**src/sv/tmi_pkg.sv**
```systemverilog
// Shared types and constants for the triclinic minimum image pipeline.
// No dependencies; every other file takes names from here by scope.
package tmi_pkg;

    localparam int WORD_W   = 32;
    localparam int CFG_W    = 64;
    localparam int ADDR_W   = 6;
    localparam int VEC_W    = 3 * WORD_W;

    // Rounding shifts of the two matrix products (Q18.46 to Q2.30, to Q16.16)
    localparam int FWD_SHIFT = 16;
    localparam int BACK_SHIFT = 30;

    // Side payload carried alongside the products
    localparam int FWD_SIDE_W  = VEC_W;
    localparam int BACK_SIDE_W = VEC_W + 1;

    // One half and one period in Q2.30
    localparam logic signed [WORD_W-1:0] HALF_Q30 = 32'sh2000_0000;
    localparam logic signed [WORD_W-1:0] ONE_Q30  = 32'sh4000_0000;

    // Register indexes (byte address is 8 * index)
    localparam logic [2:0] REG_BOX_XX_YY = 3'd0;
    localparam logic [2:0] REG_BOX_ZZ_YX = 3'd1;
    localparam logic [2:0] REG_BOX_ZX_ZY = 3'd2;
    localparam logic [2:0] REG_INV_XX_YY = 3'd3;
    localparam logic [2:0] REG_INV_ZZ_YX = 3'd4;
    localparam logic [2:0] REG_INV_ZX_ZY = 3'd5;

    // Upper-triangular 3x3 matrix, each entry a signed 32-bit word
    typedef struct packed {
        logic [WORD_W-1:0] xx;
        logic [WORD_W-1:0] yy;
        logic [WORD_W-1:0] zz;
        logic [WORD_W-1:0] yx;
        logic [WORD_W-1:0] zx;
        logic [WORD_W-1:0] zy;
    } t_tri_mat;

endpackage

```
**src/sv/tmi_cfg_regs.sv**
```systemverilog
// APB-style register file holding the box and inverse box matrices.
// Depends on tmi_pkg for register indexes and the matrix struct.
module tmi_cfg_regs (
    input  logic                        i_clk,
    input  logic                        i_rst_n,
    input  logic                        psel,
    input  logic                        penable,
    input  logic                        pwrite,
    input  logic [tmi_pkg::ADDR_W-1:0]  paddr,
    input  logic [tmi_pkg::CFG_W-1:0]   pwdata,
    output logic [tmi_pkg::CFG_W-1:0]   prdata,
    output logic                        pready,
    output tmi_pkg::t_tri_mat           o_box,
    output tmi_pkg::t_tri_mat           o_inv
);

    logic [tmi_pkg::CFG_W-1:0] r_box_xx_yy, r_box_zz_yx, r_box_zx_zy;
    logic [tmi_pkg::CFG_W-1:0] r_inv_xx_yy, r_inv_zz_yx, r_inv_zx_zy;
    logic [2:0]                reg_idx;
    logic                      wr_en;

    assign reg_idx = paddr[tmi_pkg::ADDR_W-1:3];
    assign wr_en   = psel && penable && pwrite;
    assign pready  = 1'b1;

    always_ff @(posedge i_clk) begin
        if (!i_rst_n) begin
            r_box_xx_yy <= '0;
            r_box_zz_yx <= '0;
            r_box_zx_zy <= '0;
            r_inv_xx_yy <= '0;
            r_inv_zz_yx <= '0;
            r_inv_zx_zy <= '0;
        end else if (wr_en) begin
            case (reg_idx)
                tmi_pkg::REG_BOX_XX_YY: r_box_xx_yy <= pwdata;
                tmi_pkg::REG_BOX_ZZ_YX: r_box_zz_yx <= pwdata;
                tmi_pkg::REG_BOX_ZX_ZY: r_box_zx_zy <= pwdata;
                tmi_pkg::REG_INV_XX_YY: r_inv_xx_yy <= pwdata;
                tmi_pkg::REG_INV_ZZ_YX: r_inv_zz_yx <= pwdata;
                tmi_pkg::REG_INV_ZX_ZY: r_inv_zx_zy <= pwdata;
                default: ;  // drop writes beyond the list
            endcase
        end
    end

    always_comb begin
        case (reg_idx)
            tmi_pkg::REG_BOX_XX_YY: prdata = r_box_xx_yy;
            tmi_pkg::REG_BOX_ZZ_YX: prdata = r_box_zz_yx;
            tmi_pkg::REG_BOX_ZX_ZY: prdata = r_box_zx_zy;
            tmi_pkg::REG_INV_XX_YY: prdata = r_inv_xx_yy;
            tmi_pkg::REG_INV_ZZ_YX: prdata = r_inv_zz_yx;
            tmi_pkg::REG_INV_ZX_ZY: prdata = r_inv_zx_zy;
            default:                prdata = '0;
        endcase
    end

    assign o_box.xx = r_box_xx_yy[63:32];
    assign o_box.yy = r_box_xx_yy[31:0];
    assign o_box.zz = r_box_zz_yx[63:32];
    assign o_box.yx = r_box_zz_yx[31:0];
    assign o_box.zx = r_box_zx_zy[63:32];
    assign o_box.zy = r_box_zx_zy[31:0];

    assign o_inv.xx = r_inv_xx_yy[63:32];
    assign o_inv.yy = r_inv_xx_yy[31:0];
    assign o_inv.zz = r_inv_zz_yx[63:32];
    assign o_inv.yx = r_inv_zz_yx[31:0];
    assign o_inv.zx = r_inv_zx_zy[63:32];
    assign o_inv.zy = r_inv_zx_zy[31:0];

endmodule

```
**config.mk**
```make
export PLATFORM = sky130hd
export DESIGN_NAME = tmi_cfg_regs
export DESIGN_NICKNAME = d
export VERILOG_FILES = /design/src/sv/tmi_pkg.sv /design/src/sv/tmi_cfg_regs.sv
export SDC_FILE = /design/constraint.sdc
export NUM_CORES = 1
export LEC_CHECK = 0
export BUFFER_PORTS_ARGS = -buffer_cell sky130_fd_sc_hd__buf_2
export CORE_AREA = 2 2 205 207
export DETAILED_ROUTE_END_ITERATION = 12
export DIE_AREA = 0 0 207 209
export PLACE_DENSITY_LB_ADDON = 0.2
export SETUP_SLACK_MARGIN = 0.02
export SLEW_MARGIN = 5
export SYNTH_ARGS = -nofsm -noshare
export SYNTH_HDL_FRONTEND = slang
export SYNTH_SLANG_ARGS = --single-unit
```
**constraint.sdc**
```tcl
create_clock -name i_clk -period 2.3 [get_ports i_clk]
set_clock_uncertainty 0.05 [all_clocks]
set_input_delay 0.115 -clock i_clk [delete_from_list [all_inputs] [get_ports i_clk]]
set_output_delay 0.115 -clock i_clk [all_outputs]
set_load 0.02 [all_outputs]
```
# Yosys cells after proc, flatten, opt, wreduce, memory -nomap -nowiden
# Cells that the tools add are included.
[classes] eq_ne=5 muxes=1 reduce_logical=9
[op_table] operator="case mux 64 bit (6 select lines)" count=1
[op_table] operator="AND reduction 2 bit" count=6
[op_table] operator="equality test 3 x 2 -> 1 bit, second input constant" count=2
[op_table] operator="equality test 3 bit, second input constant" count=2
[op_table] operator="equality test 3 x 1 -> 1 bit, second input constant" count=1
[op_table] operator="zero test 3 bit" count=1
[op_table] operator="logical AND 1 bit" count=2
[totals] input_bits=75 out_inout_bits=449 word_cells=21 regBits=384

# Logic depth before layout (Yosys ltp)
[depth] word_depth=3 mapped_depth=6 depth_no_buf=3

# Worst setup path before layout
# OpenSTA, ideal clock, no wires.
[synth_timing] kind="input-to-output" start="in paddr[3] in the netlist's numbering" end="out prdata[11] in the netlist's numbering" arrival_ns=1.355 cell_stages=6 path_slack_ns=0.780 t_required_ns=2.135 n_path_buf=3 cell_sequence="buf_6 -> buf_2 -> nor2_1 -> buf_2 -> a22oi_1 -> o21ai_0"
[synth_between] elab_chain_len=2 word_cells_on_any_way=7 cone_classes="eq/ne: 5; mux: 1; reduce/logical: 1"
[synth_lines] item="start, declared" line_no="tmi_cfg_regs.sv:9" source="input logic [tmi_pkg::ADDR_W-1:0] paddr,"
[synth_lines] item="equality test 3 bit, or another cell as far along" line_no="tmi_cfg_regs.sv:48" source="case (reg_idx)"
[synth_lines] item="case mux 64 bit (6 select lines) *" line_no="tmi_cfg_regs.sv:48"
[synth_lines] item="end, declared" line_no="tmi_cfg_regs.sv:11" source="output logic [tmi_pkg::CFG_W-1:0] prdata,"
# Mark *: on every way between the ends. The rest lies on a longest branch, timed or not.

# Final worst setup path
[layout_timing] start="in paddr[4] in the netlist's numbering" end="out prdata[14] in the netlist's numbering"
# Same word-level chain as after synthesis.

==> results.toml <==
[layout]
layout_common_cells = "buf_2, nand2_1, mux2i_1"
multi_input_area_um2 = 8580
seq_area_um2 = 7690
syn_to_final_growth_pct = 29.9
drive_gt1_share_pct = 33.5
final_nets = 2321
fill_cells = 3715
diodes = 0
mostFrequentLayoutCell = "buf_2"

[route]
viasPerCell = 5.42
dr.pass1.iters = 5
drc = 0
num_vias = 15300
dr.first_iter.drc_count = 1380
wl_per_cell_um = 22.5
postRouteAntennaNets = 0
wirelength_um = 63300

[logic_synthesis]
synth_ff_type = "dfxtp_1"
synth.area.top_cells = "dfxtp_1, mux2i_1, nand2_1, mux2_2, a22oi_1"
yosysWarningCount = 0
synth_cell_types = 30
synth_adder_area_share_pct = 0
synth_edf_count = 0
ys_seq_area_share_pct = 44.4
synthCells = 1697
async_flop_share_pct = 0
synth_nets = 1772
synth_xor_area_share_pct = 0
yosys.area_share.simple_pct = 11.1
synth_top_area_share_pct = 44.4
netlist_area_um2 = 17300
synth_top_family_by_area = "multiplexers"
synth_compound_area_share_pct = 7.05
syn_area_per_cell_um2 = 10.2
synth_area_leader_cell = "dfxtp_1"
synth-seq-cells = 384
synth_mux_area_share_pct = 31.3

[global_route]
grt_usage_pct = 27.9
antenna_found_initial = 0
grt_overflow = 0
use_met1_pct = 34.9
use_met2_pct = 47.6
grt_pass1_wl_um = 93800
grt_max_degree = 83
gr-usage-met3_pct = 5.20
grt_pass1_vias = 15100
busiest_layer = "met2"

[floorplanning]
die_h_um = 209
core_area_um2 = 41300
num_rows = 75
initial_core_util_pct = 41.9
die_area_um2 = 43300
ios = 524
die_w_um = 207

[worst_hold_path]
holdPathStages = 4
worstHoldPathType = "in -> reg"
holdCritStartpoint = "penable"
hold_end = "r_box_xx_yy[34]"

[clock_network]
ctsResizeCount = 0
cts.sinks = 384
h-tree-depth = 2
clock_path_buffers = 3
root_buffer = "clkbuf_16"
cts_tree = "built"
postCtsSetupBuffers = 0
cts_buffers = 42
clock_latency_ns = 0.55
path_clk_slew_ns = 0.06

[place]
dp_hpwl_um = 42300
place_ws_ns = 0.213
gp_congestion = 0.847
io_buffers = 519

[worst_setup_path]
crit_type = "in -> out"
cp_slowest_cell = "or2_1"
crit_top_cell = "buf_4"
cp_num_buf_inv = 4
cp.required_ns = 2.13
start_kind = "input pin"
worstPathCellList = "buf_4, buf_12, or2_1, buf_4, o22a_1, o21ai_0, buf_2"
endpoint_kind = "primary output"
reg2reg_slack_ns = 1.53
crit_family = "buffers and inverters"
crit_arrival_ns = 1.90
reg2reg_from = "r_inv_xx_yy[37]"
cpPeakStageDelay_ns = 0.61
r2r_cells = 2
path_max_fanout = 64
reg2reg_to = "r_inv_xx_yy[37]"

[power]
power.leakage_nw = 9.63
peakVddDrop_uv = 425
power_density_nw_per_um2 = 674

[timing]
fmax_mhz = 485
worst_slew_pin_slew_ns = 1.11
hold_violations = 0
finalCritPeriodShare_pct = 89.6
setup_tns_ns = 0
rsz0062_at_grt = "no"
fin_ws_ns = 0.240
maxSlewHeadroom_pct = 25.6
slew_viol_final = 0
min_period_ns = 2.06
finalSetupViolations = 0

[run]
max_cap_violations = 0

[status]
outcome = "complete, no violations"
==> cells in the mapped netlist, types with 2 or more instances <==
cell / number
o22a_1: 8
o32a_1: 8
buf_1: 7
clkbuf_1: 58
and2_1: 2
buf_12: 18
a32oi_1: 22
buf_2: 22
nor2b_1: 3
nand2b_1: 3
mux2_2: 96
nor2_8: 6
o21ai_0: 57
nand2_1: 448
mux2i_1: 432
buf_4: 13
buf_6: 21
a22oi_1: 73
dfxtp_1: 384
o21ai_1: 6
==> registers in the layout, indices dropped and copies added, names as in the netlist <==
signal and count:
r_inv_zx_zy 64, r_box_zx_zy 64, r_box_zz_yx 64, r_inv_zz_yx 64, r_box_xx_yy 64, r_inv_xx_yy 64
==> area by class of cell <==
class	instances	share of cell area [%]
multi-input cells	1173	38.2
flip-flops and latches	384	34.2
repair buffers	644	17.8
clock buffers	62	5.79
well taps	539	3.00
clock inverters	16	0.947
inverters	1	0.0167
==> metal layers <==
layer  part of all wire, %  wire length (um)  up-vias
li1                      -                 -     7038
met1                    42             26400     7524
met2                    48             30400      617
met3                   7.0              4440      108
met4                   3.2              2030        0
met5                     0                 0        -
==> cell families (layout without fill, tap and decap cells) <==
group / Yosys count / in the layout
compound gates: 176 / 176
mux: 528 / 528
buf+inv: 140 / 723
simple gates: 468 / 468
flops: 384 / 384
other cells: 1 / 1
==> worst reg2reg max path: stages, from the launching register on <==
cell and delay, ns:
dfxtp_1 0.45, nand2_1 0.08, mux2i_1 0.12
==> report_power, final <==
group	internal [mW]	switching, mW	total, mW
combinational	0.382	0.717	1.10
sequential	6.70	0.0411	6.74
clock	4.48	2.82	7.30
==> worst max path at each step <==
stage             start         end  slack (ns)  cells after the start
2_1_floorplan  paddr[3]  prdata[11]        0.78                      6
3_3_place_gp   paddr[4]  prdata[15]        0.23                      7
3_5_place_dp   paddr[4]  prdata[15]        0.21                      7
4_1_cts        paddr[4]  prdata[15]        0.21                      7
5_1_grt        paddr[4]  prdata[15]        0.18                      7
6_report       paddr[4]  prdata[14]        0.24                      7
==> stage by stage <==
step | hold slack (ns) | total power [mW] | utilization, % | cell area, um2 | std cells
floorplan | 0.313 | 7.47 | - | 17300 | 1697
global placement | 0.401 | 7.88 | 49.2 | 20300 | 2676
detailed placement | 0.409 | 7.89 | 49.2 | 20300 | 2676
CTS | 0.0740 | 15.2 | 54.4 | 22500 | 2819
global route | 0.106 | 15.6 | 54.4 | 22500 | 2819
finish | 0.108 | 15.1 | 54.4 | 22500 | 2819
==> what timing repair did <==
item,4_1_cts,5_1_grt
hold buffers,65,0
endpoints found under the hold margin,380,0
setup endpoints to repair,0,0
Power figures use the tool's default switching activity.
