--- config.mk ---
export PLATFORM = sky130hd
export DESIGN_NAME = tmi_wrap
export DESIGN_NICKNAME = d
export VERILOG_FILES = /design/src/sv/tmi_pkg.sv /design/src/sv/tmi_wrap.sv
export SDC_FILE = /design/constraint.sdc
export NUM_CORES = 1
export LEC_CHECK = 0
export BUFFER_PORTS_ARGS = -buffer_cell sky130_fd_sc_hd__buf_2
export CAP_MARGIN = 20
export CORE_AREA = 2 2 154 156
export CTS_CLUSTER_DIAMETER = 100
export DETAILED_ROUTE_END_ITERATION = 8
export DIE_AREA = 0 0 156 158
export PLACE_DENSITY_LB_ADDON = 0.15
export SLEW_MARGIN = 10
export SYNTH_ARGS = -nofsm -noshare
export SYNTH_HDL_FRONTEND = slang
export SYNTH_SLANG_ARGS = --single-unit
export TNS_END_PERCENT = 20
--- constraint.sdc ---
create_clock -name i_clk -period 9.8 [get_ports i_clk]
set_input_delay 0 -clock i_clk [delete_from_list [all_inputs] [get_ports i_clk]]
set_output_delay 0 -clock i_clk [all_outputs]
set_load 0.1 [all_outputs]
--- src/sv/tmi_pkg.sv ---
// Shared types and constants for the triclinic minimum image pipeline.
// No dependencies; every other file takes names from here by scope.
package tmi_pkg;

    localparam int WORD_W   = 32;
    localparam int CFG_W    = 64;
    localparam int ADDR_W   = 6;
    localparam int VEC_W    = 3 * WORD_W;

    // Rounding shifts of the two matrix products (Q18.46 to Q2.30, to Q16.16)
    localparam int FWD_SHIFT = 16;
    localparam int BACK_SHIFT = 30;

    // Side payload carried alongside the products
    localparam int FWD_SIDE_W  = VEC_W;
    localparam int BACK_SIDE_W = VEC_W + 1;

    // One half and one period in Q2.30
    localparam logic signed [WORD_W-1:0] HALF_Q30 = 32'sh2000_0000;
    localparam logic signed [WORD_W-1:0] ONE_Q30  = 32'sh4000_0000;

    // Register indexes (byte address is 8 * index)
    localparam logic [2:0] REG_BOX_XX_YY = 3'd0;
    localparam logic [2:0] REG_BOX_ZZ_YX = 3'd1;
    localparam logic [2:0] REG_BOX_ZX_ZY = 3'd2;
    localparam logic [2:0] REG_INV_XX_YY = 3'd3;
    localparam logic [2:0] REG_INV_ZZ_YX = 3'd4;
    localparam logic [2:0] REG_INV_ZX_ZY = 3'd5;

    // Upper-triangular 3x3 matrix, each entry a signed 32-bit word
    typedef struct packed {
        logic [WORD_W-1:0] xx;
        logic [WORD_W-1:0] yy;
        logic [WORD_W-1:0] zz;
        logic [WORD_W-1:0] yx;
        logic [WORD_W-1:0] zx;
        logic [WORD_W-1:0] zy;
    } t_tri_mat;

endpackage

--- src/sv/tmi_wrap.sv ---
// Single-wrap stage: shift each fractional component by one period at most.
// Depends on tmi_pkg for the Q2.30 half and one constants.
module tmi_wrap (
    input  logic                               i_clk,
    input  logic                               i_rst_n,
    input  logic                               i_valid,
    output logic                               o_ready,
    input  logic signed [tmi_pkg::WORD_W-1:0]  i_q_x,
    input  logic signed [tmi_pkg::WORD_W-1:0]  i_q_y,
    input  logic signed [tmi_pkg::WORD_W-1:0]  i_q_z,
    input  logic [tmi_pkg::VEC_W-1:0]          i_rel,
    output logic                               o_valid,
    input  logic                               i_ready,
    output logic signed [tmi_pkg::WORD_W-1:0]  o_q_x,
    output logic signed [tmi_pkg::WORD_W-1:0]  o_q_y,
    output logic signed [tmi_pkg::WORD_W-1:0]  o_q_z,
    output logic                               o_hit,
    output logic [tmi_pkg::VEC_W-1:0]          o_rel
);

    logic                               r_valid;
    logic signed [tmi_pkg::WORD_W-1:0]  r_q_x, r_q_y, r_q_z;
    logic                               r_hit;
    logic [tmi_pkg::VEC_W-1:0]          r_rel;
    logic signed [tmi_pkg::WORD_W-1:0]  n_q_x, n_q_y, n_q_z;
    logic                               hit_x, hit_y, hit_z;
    logic                               stage_ready;

    function automatic logic signed [tmi_pkg::WORD_W-1:0] wrap_one(
        input logic signed [tmi_pkg::WORD_W-1:0] q
    );
        if (q < -tmi_pkg::HALF_Q30) begin
            return q + tmi_pkg::ONE_Q30;
        end else if (q >= tmi_pkg::HALF_Q30) begin
            return q - tmi_pkg::ONE_Q30;
        end else begin
            return q;
        end
    endfunction

    always_comb begin
        hit_x = (i_q_x < -tmi_pkg::HALF_Q30) || (i_q_x >= tmi_pkg::HALF_Q30);
        hit_y = (i_q_y < -tmi_pkg::HALF_Q30) || (i_q_y >= tmi_pkg::HALF_Q30);
        hit_z = (i_q_z < -tmi_pkg::HALF_Q30) || (i_q_z >= tmi_pkg::HALF_Q30);
        n_q_x = wrap_one(i_q_x);
        n_q_y = wrap_one(i_q_y);
        n_q_z = wrap_one(i_q_z);
    end

    assign stage_ready = !r_valid || i_ready;
    assign o_ready     = stage_ready;

    always_ff @(posedge i_clk) begin
        if (!i_rst_n) begin
            r_valid <= 1'b0;
        end else if (stage_ready) begin
            r_valid <= i_valid;
        end
    end

    always_ff @(posedge i_clk) begin
        if (stage_ready && i_valid) begin
            r_q_x <= n_q_x;
            r_q_y <= n_q_y;
            r_q_z <= n_q_z;
            r_hit <= hit_x || hit_y || hit_z;
            r_rel <= i_rel;
        end
    end

    assign o_valid = r_valid;
    assign o_q_x   = r_q_x;
    assign o_q_y   = r_q_y;
    assign o_q_z   = r_q_z;
    assign o_hit   = r_hit;
    assign o_rel   = r_rel;

endmodule
==> After elaboration in Yosys (flattened, before gate mapping) <==
Index checks and enable logic that the tools add are counted.
{ "totals": {"register_bits": 194, "inputBits": 196, "elab_cells": 32, "output_inout_bits": 195} }
{ "classes": {"add_sub_neg": 6, "mux": 6, "n_reduce_logical": 8, "magnitude_cmp": 6} }
{ "op_table": {"columns": ["op", "n"], "rows": [
  ["$mux W32", 6],
  ["$add A32 B32 Y32 const B", 3],
  ["$ge A32 B31 Y1 const B", 3],
  ["$lt A32 B30 Y1 const B", 3],
  ["$sub A32 B32 Y32 const B", 3],
  ["$logic_or A1 B1 Y1", 6],
  ["$logic_and A1 B1 Y1", 1],
  ["$logic_not A1 Y1", 1]
]} }

==> Depth between registers and ports, before layout <==
Gate-level depths: netlist (run 1).
{ "depth": {"depth_word": 4, "mapped_depth": 6, "ltp_nobuf": 6} }

==> Worst setup path after synthesis (run 1) <==
Ideal clock, no wire load.
{ "synth_timing": {"path_kind": "flip-flop to flip-flop", "from": "register r_valid (netlist: o_valid)", "to": "register r_hit (netlist: o_hit), enable pin", "arrival_time_ns": 6.061, "setup_ns": 0.575, "required_time_ns": 9.225, "path_slack_ns": 3.164, "stages_incl_launch_ff": 3, "period_less_slack_ns": 6.636, "n_path_buf": 0, "path_cell_list": "dfxtp_1 nand2b_1 and2_1"} }
{ "synth_via": {"elab_chain_len": 3} }
{ "synth_rtl": {"columns": ["element", "line", "text"], "rows": [
  ["start, declared", "tmi_wrap.sv:21", "logic r_valid;"],
  ["start signal, assigned", "tmi_wrap.sv:57", "r_valid <= i_valid;"],
  ["$logic_not A1 Y1", "tmi_wrap.sv:50", "assign stage_ready = !r_valid || i_ready;"],
  ["$logic_or A1 B1 Y1", "tmi_wrap.sv:50", null],
  ["named net o_ready", "tmi_wrap.sv:7", "output logic o_ready,"],
  ["$logic_and A1 B1 Y1", "tmi_wrap.sv:62", "if (stage_ready && i_valid) begin"],
  ["end signal, assigned", "tmi_wrap.sv:66", "r_hit <= hit_x || hit_y || hit_z;"],
  ["end, declared", "tmi_wrap.sv:23", "logic r_hit;"]
]} }
The timed path passes the listed nets, and every way through them passes these cells.
A chain may end at the register's enable or synchronous reset.

==> Final worst setup path (run 1) <==
{ "layout_timing": {"from": "register r_valid (netlist: o_valid)", "to": "register r_q_y (netlist bit o_q_y[19]), enable pin"} }
{ "layout_via": {"elab_chain_len": 3} }
{ "layout_rtl": {"columns": ["element", "line", "text"], "rows": [
  ["$logic_not A1 Y1", "tmi_wrap.sv:50", null],
  ["$logic_or A1 B1 Y1", "tmi_wrap.sv:50", null],
  ["$logic_and A1 B1 Y1", "tmi_wrap.sv:62", null],
  ["end signal, assigned", "tmi_wrap.sv:64", "r_q_y <= n_q_y;"],
  ["end, declared", "tmi_wrap.sv:22", "logic signed [tmi_pkg::WORD_W-1:0] r_q_x, r_q_y, r_q_z;"]
]} }
No other way between the ends.

==> results.yml, run 1 <==
critical_path:
  crit_path_end_kind: "flop"
  r2r-start: "o_valid"
  required_ns: 9.84
  reg2reg_to: "o_q_y[19]"
  reg2reg_depth: 3
  crit_fanout: 85
  startpoint_type: "flop"
  r2r_slack_ns: 7.41
  worstPathArrival_ns: 2.42
  critPathKind: "flop to flop"
layout:
  instances_no_fill: 1186
  drive_above_1_share_pct: 48.3
  final_area_mm2: 0.0113
  utilization_pct: 48.9
  synthToLayoutAreaGrowth_pct: 74.5
  nets: 1087
  multiInputGateArea_um2: 621
  register_area_mm2: 0.00582
  n_fill_cell: 2034
timing:
  setup_viol: 0
  rsz0062_at_grt: "false"
  tns_ns: 0
  layout_worst_path_cycle_share_pct: 24.3
  tightest_slew_ns: 1.08
  fmax_mhz: 419
  clock_skew_ns: 0.00953
  slew-limit-headroom_pct: 27.7
  finalWorstSetupSlack_ns: 7.41
  min_period_ns: 2.39
  hold_viol: 0
  whs_ns: 0.0397
  final_max_slew_viol_count: 0
power_and_ir_drop:
  p_int_mw: 1.45
  p_leak_nw: 4.72
  p_sw_uw: 766
  power.total_mw: 2.22
  power_density_mw_per_mm2: 197
  pwr-share-comb_pct: 24.3
  p_seq_share_pct: 44.4
  ir_drop_mv: 0.0932
  p_clk_share_pct: 31.3
  swShare_pct: 34.5
synth:
  seq_area_frac_synth_pct: 90.0
  post_synth.cell_area_avg_um2: 22.8
  synth-warning-count: 0
  yosysUniqueCellTypes: 37
  mappedNetlistNets: 488
  ys_seq_elements: 194
  async_flop_share_pct: 0
  synth_area_mm2: 0.00646
  ys.flop_type: "edfxtp_1"
  syn_inst: 283
  synth_edf_count: 193
drt:
  wire_per_inst_um: 16.8
  vias: 5110
  final_antenna_net_count: 0
  viasPerCell: 4.31
  first_pass_iters: 4
  wl_met2_mm: 10.6
  first_iter_violations: 293
  wl_met1_mm: 7.37
  routed_wl_mm: 19.9
  drc_errors: 0
  wl_met3_mm: 1.62
  highest_layer: "met5"
worst_hold_path:
  holdPathEnd: "o_q_x[30]"
  worstHoldPathCells: 3
  hp-class: "input port to flop"
  min_from: "i_q_x[30]"
floorplan:
  dieHeight_um: 158
  rows: 56
  start_util_pct: 28.0
  io_pins: 391
  die_w_um: 156
  dieArea_mm2: 0.0246
  coreArea_mm2: 0.0231
global_route:
  grt.overflow.total: 0
  grt_pass1_vias: 5354
  grt_max_degree: 86
  grtUsageTotal_pct: 15.4
  antenna_found_initial: 2
  grt_pass1_wl_mm: 28.5
cts:
  numClockSinks: 194
  clkSlewWorstSetupHoldPaths_ns: 0.07
  clk_latency_ns: 0.42
  post_cts_buffers: 0
  cts_resized: 0
  cts_root_buf: "clkbuf_16"
  cts_max_level: 4
  clock_path_buffers: 2
  cts_tree: "built"
  cts_inserted_buffers: 17
run_status:
  status: "finished clean"
job:
  cap_violations: 0
placement:
  place_inst: 965
  dp_hpwl_mm: 14.1
  place_ws_ns: 7.41
  dpl_cell_area_mm2: 0.00879
  gp_congestion: 0.752
  io_buffers: 390
[worst max-delay path, cell delays in order (launching register included)]
cell,delay (ns)
dfxtp_1,0.32
nand2b_1,0.10
and2_4,0.58
buf_4,0.91
[cell usage after synthesis (3+ instances only)]
cell      number  area, µm²
xnor2_1        3       26.3
nor4_1        21        131
nand4_1        6       37.5
inv_1          6       22.5
nor4b_2        3       45.0
ha_1           9        113
nor3_1         3       15.0
edfxtp_1     193       5800
nand2_1        4       15.0
[logic make-up after synthesis]
kind of cell | count (synthesis) | synth area share, %
xor gates and xnor gates | 3 | 0.407
DFF | 194 | 90.0
adders and majority gates | 9 | 1.74
and+or+nand+nor | 50 | 5.15
buffers and inverters | 7 | 0.407
AOI/OAI and AO/OA | 19 | 2.11
muxes | 1 | 0.155
[flip-flops by register name (all words and copies together) (netlist names)]
| register | cells |
|---|---|
| o_hit | 1 |
| o_q_z | 32 |
| o_q_y | 32 |
| o_valid | 1 |
| o_rel | 96 |
| o_q_x | 32 |
[power by group through the flow]
stage,combinational [mW],sequential (mW),clock [mW]
CTS,0.541,0.984,0.714
global placement,0.475,1.00,0
detailed placement,0.480,1.00,0
floorplan,0.0293,1.35,0
global route,0.557,0.988,0.746
finish,0.540,0.983,0.693
[per-layer routing]
layer / global-route usage, % / vias to the layer above
met3: 5.69 / 27
met5: 0 / -
met2: 28.5 / 239
li1: - / 2368
met4: 4.98 / 2
met1: 16.3 / 2474
[how the worst max path moves through the flow]
stage	cells after the start	startpoint	slack, ns	endpoint
floorplan	2	o_valid	3.16	o_hit
CTS	3	o_valid	7.40	o_q_y[19]
global route	3	o_valid	7.20	o_rel[92]
finish	3	o_valid	7.41	o_q_y[19]
detailed placement	3	o_valid	7.41	o_rel[67]
global placement	3	o_valid	7.49	o_rel[92]
[final cells by class]
type	instances	share of cell area, %
antenna	1	0.0222
clock buffer	17	3.77
clock inverter	15	1.51
inverter	7	0.233
multi-input combinational	82	5.51
sequential	194	51.6
tap	290	3.22
timing repair buffer	580	34.1
[cells in the final DEF, fill, tap and decap left out, types with 3 or more instances in the layout]
cell type / instances
buf_2: 390
nand2_1: 4
clkbuf_16: 17
dlygate4sd3_1: 188
edfxtp_1: 193
ha_1: 9
nand4_1: 6
nor4b_2: 3
clkinv_8: 3
inv_6: 5
xnor2_1: 3
nor3_1: 3
inv_1: 6
nor4_1: 21
[repair_timing]
| item | CTS | global route |
|---|---|---|
| hold endpoints to repair | 187 | 0 |
| endpoints found under the setup margin | 0 | 0 |
| hold buffers | 188 | 0 |
Power figures use the tool's default switching activity.
==> run 2: changes to the inputs <==
--- a/config.mk
+++ b/config.mk
@@ -7,10 +7,10 @@
 export LEC_CHECK = 0
 export BUFFER_PORTS_ARGS = -buffer_cell sky130_fd_sc_hd__buf_2
 export CAP_MARGIN = 20
-export CORE_AREA = 2 2 154 156
+export CORE_AREA = 2 2 153 155
 export CTS_CLUSTER_DIAMETER = 100
 export DETAILED_ROUTE_END_ITERATION = 8
-export DIE_AREA = 0 0 156 158
+export DIE_AREA = 0 0 155 157
 export PLACE_DENSITY_LB_ADDON = 0.15
 export SLEW_MARGIN = 10
 export SYNTH_ARGS = -nofsm -noshare
==> constraint.sdc (replaced) <==
create_clock -name i_clk -period 2.05 [get_ports i_clk]
set_input_delay 0 -clock i_clk [delete_from_list [all_inputs] [get_ports i_clk]]
set_output_delay 0 -clock i_clk [all_outputs]
set_load 0.1 [all_outputs]
==> results.yml, run 2 (synthesis gave the netlist of run 1 again) <==
layout:
  nets: 1094
  largest_register_ffs: 96
  synthToLayoutAreaGrowth_pct: 76.0
  final_cell_mix: "buf_2 (390), edfxtp_1 (193), dlygate4sd3_1 (188), nor4_1 (21), clkbuf_16 (17)"
  diodes: 0
  utilization_pct: 50.5
  layout_commonest_cell: "buf_2"
  drive_above_1_share_pct: 48.9
placement:
  io_buffers: 390
  place_ws_ns: 0.476
  dp_hpwl_mm: 15.3
  gp_congestion: 0.736
global_route:
  grtUsageTotal_pct: 17.0
  grt_max_degree: 53
  antenna_found_initial: 0
  grt_pass1_wl_mm: 31.0
  grt.overflow.total: 0
  grt_pass1_vias: 5510
cts:
  cts_inserted_buffers: 17
  post_cts_buffers: 0
  clk_latency_ns: 0.42
  cts_max_level: 4
  cts_tree: "built"
  clkSlewWorstSetupHoldPaths_ns: 0.07
  clock_path_buffers: 2
  cts_root_buf: "clkbuf_16"
  numClockSinks: 194
critical_path:
  startpoint_type: "input port"
  critPathKind: "input port to flop"
  crit_fanout: 2
  cpMaxStageDelayCell: "dlygate4sd3_1"
  r2r_slack_ns: 0.59
  crit_path_end_kind: "flop"
  worst_path_largest_cell_delay_ns: 0.55
  required_ns: 2.22
  path_cells: "dlygate4sd3_1 -> buf_2 -> nor4_1 -> buf_4 -> nand4_1 -> o21ai_1 -> xnor2_1"
  worstPathArrival_ns: 1.80
timing:
  final_max_slew_viol_count: 0
  tightest_slew_ns: 0.542
  clock_skew_ns: 0.0122
  rsz0062_at_grt: "false"
  setup_viol: 0
  fmax_mhz: 613
  min_period_ns: 1.63
  whs_ns: 0.0288
  layout_worst_path_cycle_share_pct: 79.6
  slew-limit-headroom_pct: 64.1
  hold_viol: 0
  finalWorstSetupSlack_ns: 0.418
run_status:
  status: "finished clean"
worst_hold_path:
  hp-class: "input port to flop"
power_and_ir_drop:
  p_clk_share_pct: 31.1
  power_density_mw_per_mm2: 935
  p_seq_share_pct: 44.2
  p_int_mw: 6.87
  swShare_pct: 35.4
  p_leak_nw: 4.78
  pwr-share-comb_pct: 24.7
  ir_drop_mv: 0.517
  p_sw_mw: 3.77
  power.total_mw: 10.6
drt:
  routed_wl_mm: 21.5
  vias: 5088
  drc_errors: 0
  first_iter_violations: 286
  wire_per_inst_um: 18.1
  final_antenna_net_count: 0
  viasPerCell: 4.29
  first_pass_iters: 4
floorplan:
  io_pins: 391
  coreArea_mm2: 0.0225
  rows: 55
  dieHeight_um: 157
  die_w_um: 155
  start_util_pct: 28.7
  dieArea_mm2: 0.0243
job:
  cap_violations: 0
==> run 2: final timing paths <==
| kind | startpoint | end | depth (start not counted) |
|---|---|---|---|
| min | i_q_y[30] | o_q_y[30] | 3 |
| min reg2reg | o_valid | o_rel[17] | 2 |
| max | i_q_z[11] | o_q_z[30] | 7 |
| max reg2reg | o_valid | o_rel[15] | 3 |
==> run 2: area by class of cell <==
class | instances | area [µm²]
Fill cell | 1923 | 11100
Sequential cell | 194 | 5820
Timing Repair Buffer | 587 | 3950
Multi-Input combinational cell | 82 | 628
Clock buffer | 18 | 429
Tap cell | 285 | 357
Clock inverter | 14 | 160
Inverter | 7 | 26.3
==> run 2: critical path: cells and delay by family <==
family	cells	cell delay, ns
buffers and inverters	3	0.89
AND/OR/NAND/NOR	2	0.59
AO/OA/AOI/OAI	1	0.23
XOR/XNOR	1	0.09
==> run 2: through the flow <==
stage          setup TNS, ns  instances  cell area, µm²
5_1_grt                    0       1187           11400
3_5_place_dp               0        967            8900
2_1_floorplan        -111.53        283            6470
4_1_cts                    0       1187           11400
3_3_place_gp               0        967            8900
6_report                   0       1187           11400
==> run 2: power by group through the flow <==
stage                     sequential (mW)  combinational (mW)  clock (mW)
after floorplan                      6.44               0.143           0
after global placement               4.78                2.32           0
after detailed placement             4.79                2.33           0
after CTS                            4.70                2.63        3.42
after global routing                 4.72                2.71        3.57
final                                4.69                2.63        3.31
==> run 2: layer usage <==
metal	wire length, µm	vias up	GRT usage (%)
li1	-	2388	-
met1	7970	2425	18.3
met2	11200	236	31.2
met3	1550	39	5.12
met4	775	0	7.28
met5	0	-	0
==> run 2: what timing repair did <==
item	CTS	global route
hold endpoints to repair	187	0
setup endpoints to repair	0	0
resized for setup	0	0
hold buffers	188	0
